===== src/hw/rtl/assert_macros.svh =====
// Assertion macros used by the top RTL file of the I2C byte engine.
`ifndef ASSERT_MACROS_SVH
`define ASSERT_MACROS_SVH

// Check that prop holds at every rising edge outside reset.
`define I2CM_ASSERT(label, clk, rst_n, prop, msg) \
    label: assert property (@(posedge clk) disable iff (!(rst_n)) (prop)) else $error(msg);

// Check that prop never holds at a rising edge outside reset.
`define I2CM_NEVER(label, clk, rst_n, prop, msg) \
    label: assert property (@(posedge clk) disable iff (!(rst_n)) !(prop)) else $error(msg);

`endif


===== src/hw/rtl/i2cm_pkg.sv =====
// Package of the I2C byte engine: command codes, step limits and sequencer state.
package i2cm_pkg;

    localparam int          PHASE_COUNT_BITS_DEF = 16;
    localparam logic [15:0] PHASE_TICKS_RESET    = 16'd400;

    // Command codes
    localparam logic [1:0] OP_START = 2'd0;
    localparam logic [1:0] OP_STOP  = 2'd1;
    localparam logic [1:0] OP_WRITE = 2'd2;
    localparam logic [1:0] OP_READ  = 2'd3;

    // Last step index of each command
    localparam logic [4:0] LAST_START = 5'd3;
    localparam logic [4:0] LAST_STOP  = 5'd2;
    localparam logic [4:0] LAST_WRITE = 5'd26;
    localparam logic [4:0] LAST_READ  = 5'd20;

    // Write byte: bit steps end here, then release and ACK clock
    localparam logic [4:0] WR_RELEASE = 5'd24;
    localparam logic [4:0] WR_ACK_HI  = 5'd25;
    // Read byte: bit clocks span 1..16, then ACK drive and clock
    localparam logic [4:0] RD_BITS_END = 5'd16;
    localparam logic [4:0] RD_ACK_SDA  = 5'd17;
    localparam logic [4:0] RD_ACK_HI   = 5'd18;
    localparam logic [4:0] RD_ACK_LO   = 5'd19;

    // Sequencer state carried between ticks
    typedef struct packed {
        logic       running;
        logic [1:0] op;
        logic [4:0] step;
        logic [1:0] wph;     // phase of the current bit in a write, 0..2
        logic [7:0] tx;      // bits still to send, next one at bit 7
        logic       tx_ack;
        logic [7:0] shift;
        logic       ack;
        logic       scl;
        logic       sda;
    } t_seq_state;

    function automatic logic [4:0] last_step(input logic [1:0] op);
        logic [4:0] r;
        unique case (op)
            OP_START: r = LAST_START;
            OP_STOP:  r = LAST_STOP;
            OP_WRITE: r = LAST_WRITE;
            default:  r = LAST_READ;
        endcase
        return r;
    endfunction

endpackage


===== src/hw/rtl/i2cm_step.sv =====
// Step sequencer of the I2C byte engine: start, sample, advance and line changes.
module i2cm_step
    import i2cm_pkg::*;
(
    input  t_seq_state i_state,
    input  logic       i_start,     // idle tick carrying a command
    input  logic       i_advance,   // hold of the current step has run out
    input  logic [1:0] i_command,
    input  logic [7:0] i_cmd_data,
    input  logic       i_send_ack,
    input  logic       i_sda_in,
    output t_seq_state o_state,
    output logic       o_done
);

    always_comb begin
        t_seq_state n;
        logic       apply;
        logic [4:0] idx;
        logic       rd_clk;

        n      = i_state;
        o_done = 1'b0;
        apply  = 1'b0;
        rd_clk = 1'b0;

        if (i_state.running) begin
            if (i_advance) begin
                // Sample SDA on the last tick of a sampling step
                if (i_state.op == OP_WRITE && i_state.step == WR_ACK_HI) begin
                    n.ack = !i_sda_in;
                end
                if (i_state.op == OP_READ && i_state.step != 5'd0
                    && i_state.step <= RD_BITS_END && i_state.step[0]) begin
                    n.shift = {i_state.shift[6:0], i_sda_in};
                end
                // Finish or move to the next step
                if (i_state.step >= last_step(i_state.op)) begin
                    n.running = 1'b0;
                    o_done    = 1'b1;
                end else begin
                    n.step = i_state.step + 5'd1;
                    n.wph  = (i_state.wph == 2'd2) ? 2'd0 : i_state.wph + 2'd1;
                    apply  = 1'b1;
                end
            end
        end else if (i_start) begin
            // Latch the command and enter step zero
            n.running = 1'b1;
            n.op      = i_command;
            n.step    = 5'd0;
            n.wph     = 2'd0;
            n.tx      = i_cmd_data;
            n.tx_ack  = i_send_ack;
            if (i_command == OP_READ) begin
                n.shift = 8'd0;
            end
            apply = 1'b1;
        end

        idx    = n.step;
        rd_clk = (idx != 5'd0) && (idx <= RD_BITS_END);

        // Drive the line change of the new step
        if (apply) begin
            unique case (n.op)
                OP_START: begin
                    unique case (idx)
                        5'd0:    n.sda = 1'b1;
                        5'd1:    n.scl = 1'b1;
                        5'd2:    n.sda = 1'b0;
                        default: n.scl = 1'b0;
                    endcase
                end
                OP_STOP: begin
                    unique case (idx)
                        5'd0:    n.sda = 1'b0;
                        5'd1:    n.scl = 1'b1;
                        default: n.sda = 1'b1;
                    endcase
                end
                OP_WRITE: begin
                    if (idx < WR_RELEASE) begin
                        unique case (n.wph)
                            2'd0: begin
                                n.sda = n.tx[7];
                                n.tx  = {n.tx[6:0], 1'b0};
                            end
                            2'd1:    n.scl = 1'b1;
                            default: n.scl = 1'b0;
                        endcase
                    end else if (idx == WR_RELEASE) begin
                        n.sda = 1'b1;
                    end else begin
                        n.scl = (idx == WR_ACK_HI);
                    end
                end
                default: begin
                    if (idx == 5'd0) begin
                        n.sda = 1'b1;
                    end else if (rd_clk) begin
                        n.scl = idx[0];
                    end else if (idx == RD_ACK_SDA) begin
                        n.sda = !n.tx_ack;
                    end else if (idx == RD_ACK_HI) begin
                        n.scl = 1'b1;
                    end else if (idx == RD_ACK_LO) begin
                        n.scl = 1'b0;
                    end else begin
                        n.sda = 1'b1;
                    end
                end
            endcase
        end

        o_state = n;
    end

endmodule


===== src/hw/rtl/i2c_master_byte_engine.sv =====
// The result beat of a tick beat is registered and offered in the cycle after the beat is accepted.
// Throughput: one tick beat per cycle while result beats are taken; the result register frees as it is taken.
// Each command step is held for phase_ticks beats (0 counts as 1, capped by the counter).
// Reset (synchronous, active low): idle, SCL and SDA released, phase_ticks 400.
// The output register empties on reset; no result beat is pending after it.
module i2c_master_byte_engine
    import i2cm_pkg::*;
#(
    parameter int PHASE_COUNT_BITS = PHASE_COUNT_BITS_DEF
)
(
    input  logic        i_clk,
    input  logic        i_rst_n,
    // Configuration: phase_ticks
    input  logic        i_cfg_we,
    input  logic [15:0] i_cfg_wdata,
    // Tick beats in
    input  logic        s_axis_tvalid,
    output logic        s_axis_tready,
    // [0] cmd_valid, [8:1] cmd_data, [9] send_ack, [10] sda_in, [15:11] zero
    input  logic [15:0] s_axis_tdata,
    // [1:0] command
    input  logic [1:0]  s_axis_tuser,
    // Result beats out
    output logic        m_axis_tvalid,
    input  logic        m_axis_tready,
    // [0] scl_out, [1] sda_out, [2] busy_res, [3] done_res, [4] ack_received,
    // [12:5] read_data, [15:13] zero
    output logic [15:0] m_axis_tdata
);

    `include "assert_macros.svh"

    localparam int HW = (PHASE_COUNT_BITS > 16) ? PHASE_COUNT_BITS : 16;
    localparam logic [HW:0] CMAX = ({{HW{1'b0}}, 1'b1} << PHASE_COUNT_BITS) - 1'b1;

    logic [15:0]                 r_phase_ticks;
    logic [PHASE_COUNT_BITS-1:0] r_cnt, n_cnt;
    t_seq_state                  r_seq, n_seq;
    logic                        r_ovalid, n_ovalid;
    logic [15:0]                 r_odata, n_odata;

    logic [HW:0]                 w_pext;
    logic [PHASE_COUNT_BITS-1:0] w_hold;
    logic                        w_fire;
    logic                        w_advance;
    logic                        w_done;

    // Configuration register
    always_ff @(posedge i_clk) begin
        if (!i_rst_n) begin
            r_phase_ticks <= PHASE_TICKS_RESET;
        end else if (i_cfg_we) begin
            r_phase_ticks <= i_cfg_wdata;
        end
    end

    // Hold length: zero counts as one, cap at the counter's range
    always_comb begin
        w_pext = (HW + 1)'(r_phase_ticks);
        if (w_pext == '0) begin
            w_pext = (HW + 1)'(1);
        end
        if (w_pext > CMAX) begin
            w_pext = CMAX;
        end
        w_hold = w_pext[PHASE_COUNT_BITS-1:0];
    end

    assign s_axis_tready = !r_ovalid || m_axis_tready;
    assign w_fire        = s_axis_tvalid && s_axis_tready;
    assign w_advance     = r_cnt >= w_hold;

    i2cm_step u_step (
        .i_state    (r_seq),
        .i_start    (s_axis_tdata[0]),
        .i_advance  (w_advance),
        .i_command  (s_axis_tuser),
        .i_cmd_data (s_axis_tdata[8:1]),
        .i_send_ack (s_axis_tdata[9]),
        .i_sda_in   (s_axis_tdata[10]),
        .o_state    (n_seq),
        .o_done     (w_done)
    );

    // Phase counter for the next tick
    always_comb begin
        n_cnt = r_cnt;
        if (r_seq.running) begin
            if (w_advance) begin
                n_cnt = w_done ? '0 : PHASE_COUNT_BITS'(1);
            end else begin
                n_cnt = r_cnt + PHASE_COUNT_BITS'(1);
            end
        end else if (n_seq.running) begin
            n_cnt = PHASE_COUNT_BITS'(1);
        end
    end

    // Result beat from the state after the tick
    always_comb begin
        n_odata = {3'b000, n_seq.shift, n_seq.ack, w_done,
                   n_seq.running, n_seq.sda, n_seq.scl};
        n_ovalid = w_fire || (r_ovalid && !m_axis_tready);
    end

    // Advance state on each accepted tick
    always_ff @(posedge i_clk) begin
        if (!i_rst_n) begin
            r_cnt          <= '0;
            r_seq.running  <= 1'b0;
            r_seq.op       <= OP_START;
            r_seq.step     <= 5'd0;
            r_seq.wph      <= 2'd0;
            r_seq.tx       <= 8'd0;
            r_seq.tx_ack   <= 1'b0;
            r_seq.shift    <= 8'd0;
            r_seq.ack      <= 1'b0;
            r_seq.scl      <= 1'b1;
            r_seq.sda      <= 1'b1;
            r_ovalid       <= 1'b0;
        end else begin
            r_ovalid <= n_ovalid;
            if (w_fire) begin
                r_cnt <= n_cnt;
                r_seq <= n_seq;
            end
        end
    end

    // Hold the result register until taken
    always_ff @(posedge i_clk) begin
        if (w_fire) begin
            r_odata <= n_odata;
        end
    end

    assign m_axis_tvalid = r_ovalid;
    assign m_axis_tdata  = r_odata;

    `I2CM_ASSERT(a_idle_cnt_zero, i_clk, i_rst_n, !r_seq.running |-> r_cnt == '0, "counter not clear while idle")
    `I2CM_NEVER(a_run_cnt_zero, i_clk, i_rst_n, r_seq.running && r_cnt == '0, "counter zero while running")
    `I2CM_ASSERT(a_step_bound, i_clk, i_rst_n, r_seq.running |-> r_seq.step <= last_step(r_seq.op), "step beyond last")
    `I2CM_ASSERT(a_done_idle, i_clk, i_rst_n, (w_fire && w_done) |=> !r_seq.running && m_axis_tdata[3], "done without going idle")

endmodule


===== config.mk =====
export PLATFORM = sky130hd
export DESIGN_NAME = i2c_master_byte_engine
export DESIGN_NICKNAME = d
export VERILOG_FILES = /design/src/hw/rtl/i2cm_pkg.sv /design/src/hw/rtl/i2cm_step.sv /design/src/hw/rtl/i2c_master_byte_engine.sv
export VERILOG_INCLUDE_DIRS = /design/src /design/src/hw/rtl
export SDC_FILE = /design/constraint.sdc
export NUM_CORES = 1
export LEC_CHECK = 0
export BUFFER_PORTS_ARGS = -buffer_cell sky130_fd_sc_hd__buf_2
export CORE_ASPECT_RATIO = 0.6
export CORE_MARGIN = 10
export CORE_UTILIZATION = 40
export CTS_CLUSTER_DIAMETER = 100
export DETAILED_ROUTE_END_ITERATION = 10
export GPL_TIMING_DRIVEN = 0
export PLACE_DENSITY_LB_ADDON = 0.15
export REMOVE_ABC_BUFFERS = 1
export SLEW_MARGIN = 10
export SYNTH_ARGS = -nofsm -noshare
export SYNTH_HDL_FRONTEND = slang
export SYNTH_SLANG_ARGS = --single-unit

===== constraint.sdc =====
create_clock -name i_clk -period 3.8 [get_ports i_clk]
set_input_delay 0.38 -clock i_clk [delete_from_list [all_inputs] [get_ports i_clk]]
set_output_delay 0.38 -clock i_clk [all_outputs]
set_load 0.05 [all_outputs]

==> flow_results.xml, run 1 <==
<?xml version="1.0" encoding="UTF-8"?>
<metrics>
  <group name="outcome">
    <metric name="result_of_the_run" unit="">completed</metric>
  </group>
  <group name="power_and_ir_drop">
    <metric name="irDropWorstVdd" unit="uV">214</metric>
    <metric name="pwr-share-clk" unit="">0.416</metric>
    <metric name="power_per_cell_area" unit="nW/um2">378</metric>
    <metric name="net-switching-power" unit="mW">0.593</metric>
    <metric name="comb_power_share" unit="">0.156</metric>
    <metric name="leakage" unit="nW">2.16</metric>
    <metric name="seqPwrFrac" unit="">0.429</metric>
    <metric name="power.internal" unit="mW">1.48</metric>
    <metric name="total_power" unit="mW">2.07</metric>
    <metric name="netSwitchingFraction" unit="">0.286</metric>
  </group>
  <group name="synth">
    <metric name="synth_area" unit="um2">4580</metric>
    <metric name="synthesis.instances" unit="">534</metric>
    <metric name="postSynth.asyncResetShare" unit="">0</metric>
    <metric name="synth.distinct_cells" unit="">66</metric>
    <metric name="synth_seq_area_share" unit="">0.360</metric>
    <metric name="synth_flop_cell" unit="">dfxtp_1</metric>
    <metric name="ys_ff_latch" unit="">76</metric>
    <metric name="synth-warning-count" unit="">0</metric>
    <metric name="syn_area_per_cell" unit="um2">8.58</metric>
    <metric name="count_of_flip_flops_with_a_built_in_enable_after_synthesis" unit="">13</metric>
  </group>
  <group name="sta">
    <metric name="max_slew.worst_pin.slew" unit="ps">896</metric>
    <metric name="fmaxAchievable" unit="GHz">0.266</metric>
    <metric name="final_worst_path_cycle_share" unit="">0.991</metric>
    <metric name="setup_clock_skew_after_layout" unit="ps">8.98</metric>
    <metric name="rsz0062_at_grt" unit="">yes</metric>
    <metric name="finalMaxSlewViolations" unit="">0</metric>
    <metric name="setup_viol" unit="">0</metric>
    <metric name="worst_slew_margin_rel" unit="">0.400</metric>
    <metric name="timing.final.hold_violations" unit="">0</metric>
    <metric name="finalHoldWorstSlack" unit="ps">261</metric>
    <metric name="fin_crit" unit="ps">3760</metric>
    <metric name="worst_slack" unit="ps">35.5</metric>
  </group>
  <group name="grt">
    <metric name="antenna_violations_before_repair" unit="">0</metric>
    <metric name="grt_overflow" unit="">0</metric>
    <metric name="grt_start_max_net_pins" unit="">45</metric>
    <metric name="grt_pass1_wl" unit="um">19800</metric>
    <metric name="global_route.usage.total" unit="">0.152</metric>
    <metric name="via_count_of_the_first_global_routing_pass" unit="">3837</metric>
  </group>
  <group name="hold_path">
    <metric name="timing.hold.worst_endpoint" unit="">r_phase_ticks[8]</metric>
    <metric name="hold_class" unit="">in -&gt; reg</metric>
    <metric name="min_from" unit="">i_cfg_wdata[8]</metric>
    <metric name="min_delay_path_depth" unit="">3</metric>
  </group>
  <group name="placed_design">
    <metric name="place_worst_setup_slack" unit="ps">-715</metric>
    <metric name="finalWeightedCongestion" unit="">0.869</metric>
    <metric name="dpl-instance-area" unit="um2">4880</metric>
    <metric name="count_of_buffers_inserted_at_the_top_level_ports" unit="">48</metric>
    <metric name="dpl.hpwl" unit="um">8610</metric>
    <metric name="dp.cells" unit="">700</metric>
  </group>
  <group name="clocking">
    <metric name="post_cts_hold_buffer_count" unit="">0</metric>
    <metric name="tritoncts" unit="">built</metric>
    <metric name="clk_transition_reported_paths" unit="ps">70</metric>
    <metric name="clk_tree_root_cell" unit="">clkbuf_16</metric>
    <metric name="clock_sink_count" unit="">76</metric>
    <metric name="worst_skew_pair.late_latency" unit="ps">350</metric>
    <metric name="cts_made_buffers" unit="">9</metric>
    <metric name="cts_max_level" unit="">3</metric>
    <metric name="cts.path.max_buffers" unit="">2</metric>
  </group>
  <group name="detailed_routing">
    <metric name="drtPass1Iterations" unit="">5</metric>
    <metric name="route.vias.total" unit="">4191</metric>
    <metric name="postRouteWirelength" unit="um">12600</metric>
    <metric name="routed_via_density" unit="">5.73</metric>
    <metric name="dr.first_iter.drc_count" unit="">301</metric>
    <metric name="detail-route-antenna-nets" unit="">0</metric>
    <metric name="route.detailed.drc" unit="">0</metric>
    <metric name="post_drt_wl_per_cell" unit="um">17.3</metric>
  </group>
  <group name="run">
    <metric name="max_cap_violations" unit="">0</metric>
  </group>
  <group name="critical_path">
    <metric name="worstReg2RegEnd" unit="">m_axis_tdata[1]</metric>
    <metric name="critPathMaxFanout" unit="">6</metric>
    <metric name="ff2ff_path_depth" unit="">13</metric>
    <metric name="setup.worst_path.end_class" unit="">flip-flop</metric>
    <metric name="timing.reg2reg.setup_slack" unit="ps">40</metric>
    <metric name="worst_path_largest_cell_delay" unit="ps">570</metric>
    <metric name="cp.required" unit="ps">3880</metric>
    <metric name="startpoint_type" unit="">flip-flop</metric>
    <metric name="worst_path_max_delay_cell" unit="">nor4_2</metric>
    <metric name="worst_r2r_startpoint" unit="">r_phase_ticks[7]</metric>
    <metric name="cp_common_cell" unit="">nor4_2</metric>
    <metric name="arrival" unit="ps">3840</metric>
    <metric name="timing.setup.critical_path_class" unit="">reg -&gt; reg</metric>
    <metric name="crit_path_cell_trace" unit="">nor4_4 &gt; a41o_1 &gt; ha_1 &gt; nand2b_1 &gt; a2111oi_2 &gt; or4b_4 &gt; and3_2 &gt; nor4_2 &gt; nor4_2 &gt; nor4_1 &gt; nand3b_1 &gt; a32oi_2 &gt; a22oi_1</metric>
  </group>
  <group name="floorplanning">
    <metric name="fp.dieArea" unit="um2">16300</metric>
    <metric name="die_y" unit="um">103</metric>
    <metric name="placeableCoreArea" unit="um2">11300</metric>
    <metric name="die_width" unit="um">158</metric>
    <metric name="initial_standard_cell_utilization_of_the_core" unit="">0.407</metric>
    <metric name="num_rows" unit="">30</metric>
    <metric name="pin_count" unit="">57</metric>
  </group>
  <group name="cells_and_area">
    <metric name="syn_to_final_growth" unit="%">19.6</metric>
    <metric name="instances_no_fill" unit="">731</metric>
    <metric name="mostFrequentLayoutCells" unit="">nand2_1 (72), nor2_1 (60), dfxtp_1 (60)</metric>
    <metric name="register_area" unit="um2">1660</metric>
    <metric name="antenna-diode-count" unit="">0</metric>
    <metric name="final_design_area_no_fill" unit="um2">5480</metric>
    <metric name="area_taken_by_multi_input_logic_gates" unit="um2">2890</metric>
    <metric name="drive_above_1_share" unit="">0.210</metric>
    <metric name="filler_cell_count" unit="">1058</metric>
    <metric name="design.final.nets" unit="">646</metric>
    <metric name="layout.cells.most_common" unit="">nand2_1</metric>
  </group>
</metrics>
-- layout make-up --
class,count,area share
clock inverters,6,0.0116
flip-flops and latches,76,0.302
well taps,144,0.0329
multi-input cells,406,0.527
clock buffers,10,0.0418
repair buffers,62,0.0653
inverters,27,0.0192
-- through the flow --
step,utilization,setup TNS (ps)
floorplan,-,0
global placement,0.433,-9270
detailed placement,0.433,-7800
CTS,0.469,0
global route,0.486,-97.6
finish,0.486,0
-- power groups by stage --
stage | Clock (mW) | Combinational, mW | Sequential [mW]
finish | 0.862 | 0.323 | 0.888
global route | 0.900 | 0.352 | 0.893
CTS | 0.872 | 0.301 | 0.886
detailed placement | 0 | 0.290 | 0.901
global placement | 0 | 0.285 | 0.900
floorplan | 0 | 0.174 | 0.921
-- cells in the mapped netlist (3+ instances only) --
library cell,instances,area (um2)
a211oi_1,9,67.6
clkbuf_1,20,75.1
nand4_1,10,62.6
a22oi_1,3,22.5
o21ai_0,24,120
nor3_1,10,50.1
buf_4,3,22.5
inv_1,27,101
xnor2_1,6,52.6
o21a_1,4,30.0
nor3b_1,4,30.0
nand2b_1,6,37.5
nand3_1,10,50.1
mux2i_1,23,230
mux4_2,6,135
o2bb2ai_1,7,61.3
a21oi_1,32,160
o31ai_1,5,37.5
nand2_1,72,270
buf_1,3,11.3
and3_1,12,75.1
a31oi_1,3,18.8
dfxtp_1,63,1260
o211ai_1,7,52.6
a32oi_1,3,26.3
nor2_1,61,229
edfxtp_1,13,390
xor2_1,8,70.1
ha_1,25,313
nor4_1,8,50.1
a21o_1,4,30.0
-- timing repair --
item	CTS	global route
setup endpoints to repair	15	21
buffers inserted	4	10
gates resized for setup	18	21
cloned	0	1
pin swaps	1	9
-- kinds of logic (layout without fill, tap and decap cells) --
kind of cell	Yosys count	count (layout)	share of synthesized area
simple gates	205	206	0.215
compound gates	126	126	0.187
flops	76	76	0.360
buf+inv	55	105	0.0508
mux	32	32	0.0904
fa+ha+maj	25	25	0.0683
xor+xnor	14	14	0.0268
other cells	1	3	0.000818
-- worst max path at each step --
stage                                start              end  slack, ps  cells after the start
after detailed placement  r_phase_ticks[7]        r_seq[17]       -710                     13
after global routing      r_phase_ticks[7]  m_axis_tdata[1]        -50                     13
final                     r_phase_ticks[7]  m_axis_tdata[1]         40                     13
after floorplan           r_phase_ticks[3]        r_seq[18]        160                     13
after global placement    r_phase_ticks[7]        r_seq[18]       -810                     13
after CTS                 r_phase_ticks[7]  m_axis_tdata[1]          4                     12
-- per-layer routing --
metal | up-vias | wire (um) | GRT usage
met5 | - | 0 | 0
met1 | 1996 | 6520 | 0.231
met3 | 16 | 916 | 0.0413
met2 | 142 | 5050 | 0.202
li1 | 2037 | - | -
met4 | 0 | 140 | 0.0369
-- worst max-delay path: cells and delay by family (launching register included) --
kind	cells	cell delay, ps
flip-flops	1	330
AO/OA/AOI/OAI	4	1010
AND/OR/NAND/NOR	8	1950
adder cells (fa/ha/maj)	1	220
-- flip-flops by register name, summed over array words and instances (netlist names) --
name           cells
m_axis_tdata      13
r_phase_ticks     16
r_seq             30
m_axis_tvalid      1
r_cnt             16
(Power assumes the default switching activity.)
==> inputs of run 2 (changes only) <==
--- a/config.mk
+++ b/config.mk
@@ -8,12 +8,12 @@
 export LEC_CHECK = 0
 export BUFFER_PORTS_ARGS = -buffer_cell sky130_fd_sc_hd__buf_2
 export CORE_ASPECT_RATIO = 0.6
-export CORE_MARGIN = 10
 export CORE_UTILIZATION = 40
 export CTS_CLUSTER_DIAMETER = 100
 export DETAILED_ROUTE_END_ITERATION = 10
 export GPL_TIMING_DRIVEN = 0
 export PLACE_DENSITY_LB_ADDON = 0.15
+export RECOVER_POWER = 25
 export REMOVE_ABC_BUFFERS = 1
 export SLEW_MARGIN = 10
 export SYNTH_ARGS = -nofsm -noshare
==> flow_results.xml, run 2 (synthesis results as in run 1) <==
<?xml version="1.0" encoding="UTF-8"?>
<metrics>
  <group name="outcome">
    <metric name="result_of_the_run" unit="">completed</metric>
  </group>
  <group name="critical_path">
    <metric name="critPathMaxFanout" unit="">9</metric>
    <metric name="worst_path_max_delay_cell" unit="">dfxtp_2</metric>
    <metric name="arrival" unit="ps">3770</metric>
    <metric name="worst_path_largest_cell_delay" unit="ps">460</metric>
    <metric name="timing.reg2reg.setup_slack" unit="ps">100</metric>
    <metric name="cp.required" unit="ps">3870</metric>
    <metric name="cp_top_family" unit="">compound AO/OA/AOI/OAI gates</metric>
    <metric name="timing.setup.critical_path_class" unit="">reg -&gt; reg</metric>
    <metric name="cp_common_cell" unit="">buf_4</metric>
    <metric name="setup.worst_path.end_class" unit="">flip-flop</metric>
    <metric name="startpoint_type" unit="">flip-flop</metric>
    <metric name="crit_buf_inv" unit="">3</metric>
    <metric name="crit_path_cell_trace" unit="">clkinvlp_4 &gt; ha_1 &gt; nand2b_1 &gt; a211oi_2 &gt; o21a_2 &gt; nand4_1 &gt; buf_4 &gt; nor3_4 &gt; o221a_4 &gt; nor3b_4 &gt; buf_4 &gt; a211o_1 &gt; a21oi_1 &gt; a22oi_1</metric>
  </group>
  <group name="floorplanning">
    <metric name="fp.dieArea" unit="um2">11900</metric>
    <metric name="die_y" unit="um">84.9</metric>
    <metric name="die_width" unit="um">140</metric>
    <metric name="placeableCoreArea" unit="um2">10800</metric>
    <metric name="pin_count" unit="">57</metric>
    <metric name="initial_standard_cell_utilization_of_the_core" unit="">0.422</metric>
    <metric name="num_rows" unit="">29</metric>
  </group>
  <group name="sta">
    <metric name="worst_slack" unit="ps">97.0</metric>
    <metric name="fin_setup_tns" unit="ps">0</metric>
    <metric name="max_slew.worst_pin.slew" unit="ps">1330</metric>
    <metric name="fin_crit" unit="ps">3700</metric>
    <metric name="finalHoldWorstSlack" unit="ps">257</metric>
    <metric name="rsz0062_at_grt" unit="">yes</metric>
    <metric name="setup_viol" unit="">0</metric>
    <metric name="fmaxAchievable" unit="GHz">0.270</metric>
    <metric name="timing.final.hold_violations" unit="">0</metric>
    <metric name="worst_slew_margin_rel" unit="">0.114</metric>
    <metric name="finalMaxSlewViolations" unit="">0</metric>
    <metric name="setup_clock_skew_after_layout" unit="ps">6.25</metric>
    <metric name="final_worst_path_cycle_share" unit="">0.974</metric>
  </group>
  <group name="grt">
    <metric name="grt_start_max_net_pins" unit="">45</metric>
    <metric name="grt_pass1_wl" unit="um">19700</metric>
    <metric name="via_count_of_the_first_global_routing_pass" unit="">3866</metric>
    <metric name="grt_overflow" unit="">0</metric>
    <metric name="global_route.usage.total" unit="">0.212</metric>
    <metric name="antenna_violations_before_repair" unit="">0</metric>
  </group>
  <group name="detailed_routing">
    <metric name="postRouteWirelength" unit="um">12300</metric>
    <metric name="dr.first_iter.drc_count" unit="">369</metric>
    <metric name="post_drt_wl_per_cell" unit="um">16.9</metric>
    <metric name="routed_via_density" unit="">5.83</metric>
    <metric name="route.vias.total" unit="">4218</metric>
    <metric name="route.detailed.drc" unit="">0</metric>
    <metric name="drtPass1Iterations" unit="">5</metric>
    <metric name="detail-route-antenna-nets" unit="">0</metric>
  </group>
  <group name="placed_design">
    <metric name="count_of_buffers_inserted_at_the_top_level_ports" unit="">48</metric>
    <metric name="dpl-instance-area" unit="um2">4870</metric>
    <metric name="dp.cells" unit="">695</metric>
    <metric name="place_worst_setup_slack" unit="ps">-568</metric>
    <metric name="dpl.hpwl" unit="um">8370</metric>
    <metric name="finalWeightedCongestion" unit="">0.853</metric>
  </group>
  <group name="cells_and_area">
    <metric name="registers_with_the_most_flip_flops" unit="">r_seq (30), r_cnt (16), r_phase_ticks (16)</metric>
    <metric name="flip_flop_count_of_the_largest_register_after_layout" unit="">30</metric>
    <metric name="antenna-diode-count" unit="">0</metric>
    <metric name="top_register" unit="">r_seq</metric>
    <metric name="drive_above_1_share" unit="">0.191</metric>
    <metric name="final_design_area_no_fill" unit="um2">5440</metric>
    <metric name="post-route-util" unit="">0.502</metric>
    <metric name="register_area" unit="um2">1660</metric>
    <metric name="layout.cells.most_common" unit="">nand2_1</metric>
    <metric name="area_taken_by_multi_input_logic_gates" unit="um2">2880</metric>
    <metric name="design.final.nets" unit="">644</metric>
    <metric name="filler_cell_count" unit="">1031</metric>
    <metric name="instances_no_fill" unit="">724</metric>
    <metric name="syn_to_final_growth" unit="%">18.8</metric>
    <metric name="mostFrequentLayoutCells" unit="">nand2_1 (72), nor2_1 (59), dfxtp_1 (59)</metric>
  </group>
  <group name="clocking">
    <metric name="post_cts_hold_buffer_count" unit="">0</metric>
    <metric name="cts.path.max_buffers" unit="">2</metric>
    <metric name="cts_made_buffers" unit="">9</metric>
    <metric name="clk_tree_root_cell" unit="">clkbuf_16</metric>
    <metric name="clk_transition_reported_paths" unit="ps">60</metric>
    <metric name="tritoncts" unit="">built</metric>
    <metric name="worst_skew_pair.late_latency" unit="ps">340</metric>
    <metric name="cts_max_level" unit="">3</metric>
    <metric name="clock_sink_count" unit="">76</metric>
  </group>
  <group name="power_and_ir_drop">
    <metric name="irDropWorstVdd" unit="uV">216</metric>
    <metric name="comb_power_share" unit="">0.149</metric>
    <metric name="seqPwrFrac" unit="">0.434</metric>
    <metric name="total_power" unit="mW">2.05</metric>
    <metric name="net-switching-power" unit="mW">0.579</metric>
    <metric name="pwr-share-clk" unit="">0.416</metric>
    <metric name="netSwitchingFraction" unit="">0.283</metric>
    <metric name="power.internal" unit="mW">1.47</metric>
    <metric name="leakage" unit="nW">2.15</metric>
    <metric name="power_per_cell_area" unit="nW/um2">376</metric>
  </group>
  <group name="hold_path">
    <metric name="hold_class" unit="">in -&gt; reg</metric>
  </group>
  <group name="run">
    <metric name="max_cap_violations" unit="">0</metric>
  </group>
</metrics>
[run 2: layer usage]
layer | share of wire | up-vias | GRT usage
met5 | 0 | - | 0
met3 | 0.081 | 18 | 0.0530
met1 | 0.51 | 1995 | 0.318
li1 | - | 2027 | -
met2 | 0.40 | 178 | 0.296
met4 | 0.012 | 0 | 0.0599
[run 2: path summary, 6_finish.rpt]
| kind | startpoint | end | depth (start not counted) |
|---|---|---|---|
| min reg2reg | r_seq[2] | r_seq[2] | 2 |
| max | r_seq[22] | m_axis_tdata[1] | 14 |
| min | i_cfg_wdata[7] | r_phase_ticks[7] | 3 |
| max reg2reg | r_seq[22] | m_axis_tdata[1] | 14 |
[run 2: power groups by stage]
stage	clock (mW)	combinational, mW	sequential, mW
after global routing	0.905	0.335	0.892
after global placement	0	0.282	0.899
after floorplan	0	0.174	0.921
final	0.851	0.305	0.888
after detailed placement	0	0.287	0.901
after CTS	0.871	0.294	0.885
[run 2: tightest hold or removal path, delay by kind of cell]
family / cells / cell delay [ps]
AO/OA/AOI/OAI: 1 / 60
buffers and inverters: 1 / 70
AND/OR/NAND/NOR: 1 / 40
[run 2: area by class of cell]
cell class              count  share of cell area
inverters                  27              0.0193
repair buffers             60              0.0609
clock inverters             7              0.0122
flip-flops and latches     76               0.305
clock buffers               9              0.0414
multi-input cells         406               0.529
well taps                 139              0.0319
[run 2: repair_timing]
| action | 4_1_cts | 5_1_grt |
|---|---|---|
| setup buffers | 2 | 10 |
| setup endpoints to repair | 17 | 14 |
| gates cloned | 0 | 1 |
| pin swaps | 1 | 12 |
| resized for setup | 15 | 25 |
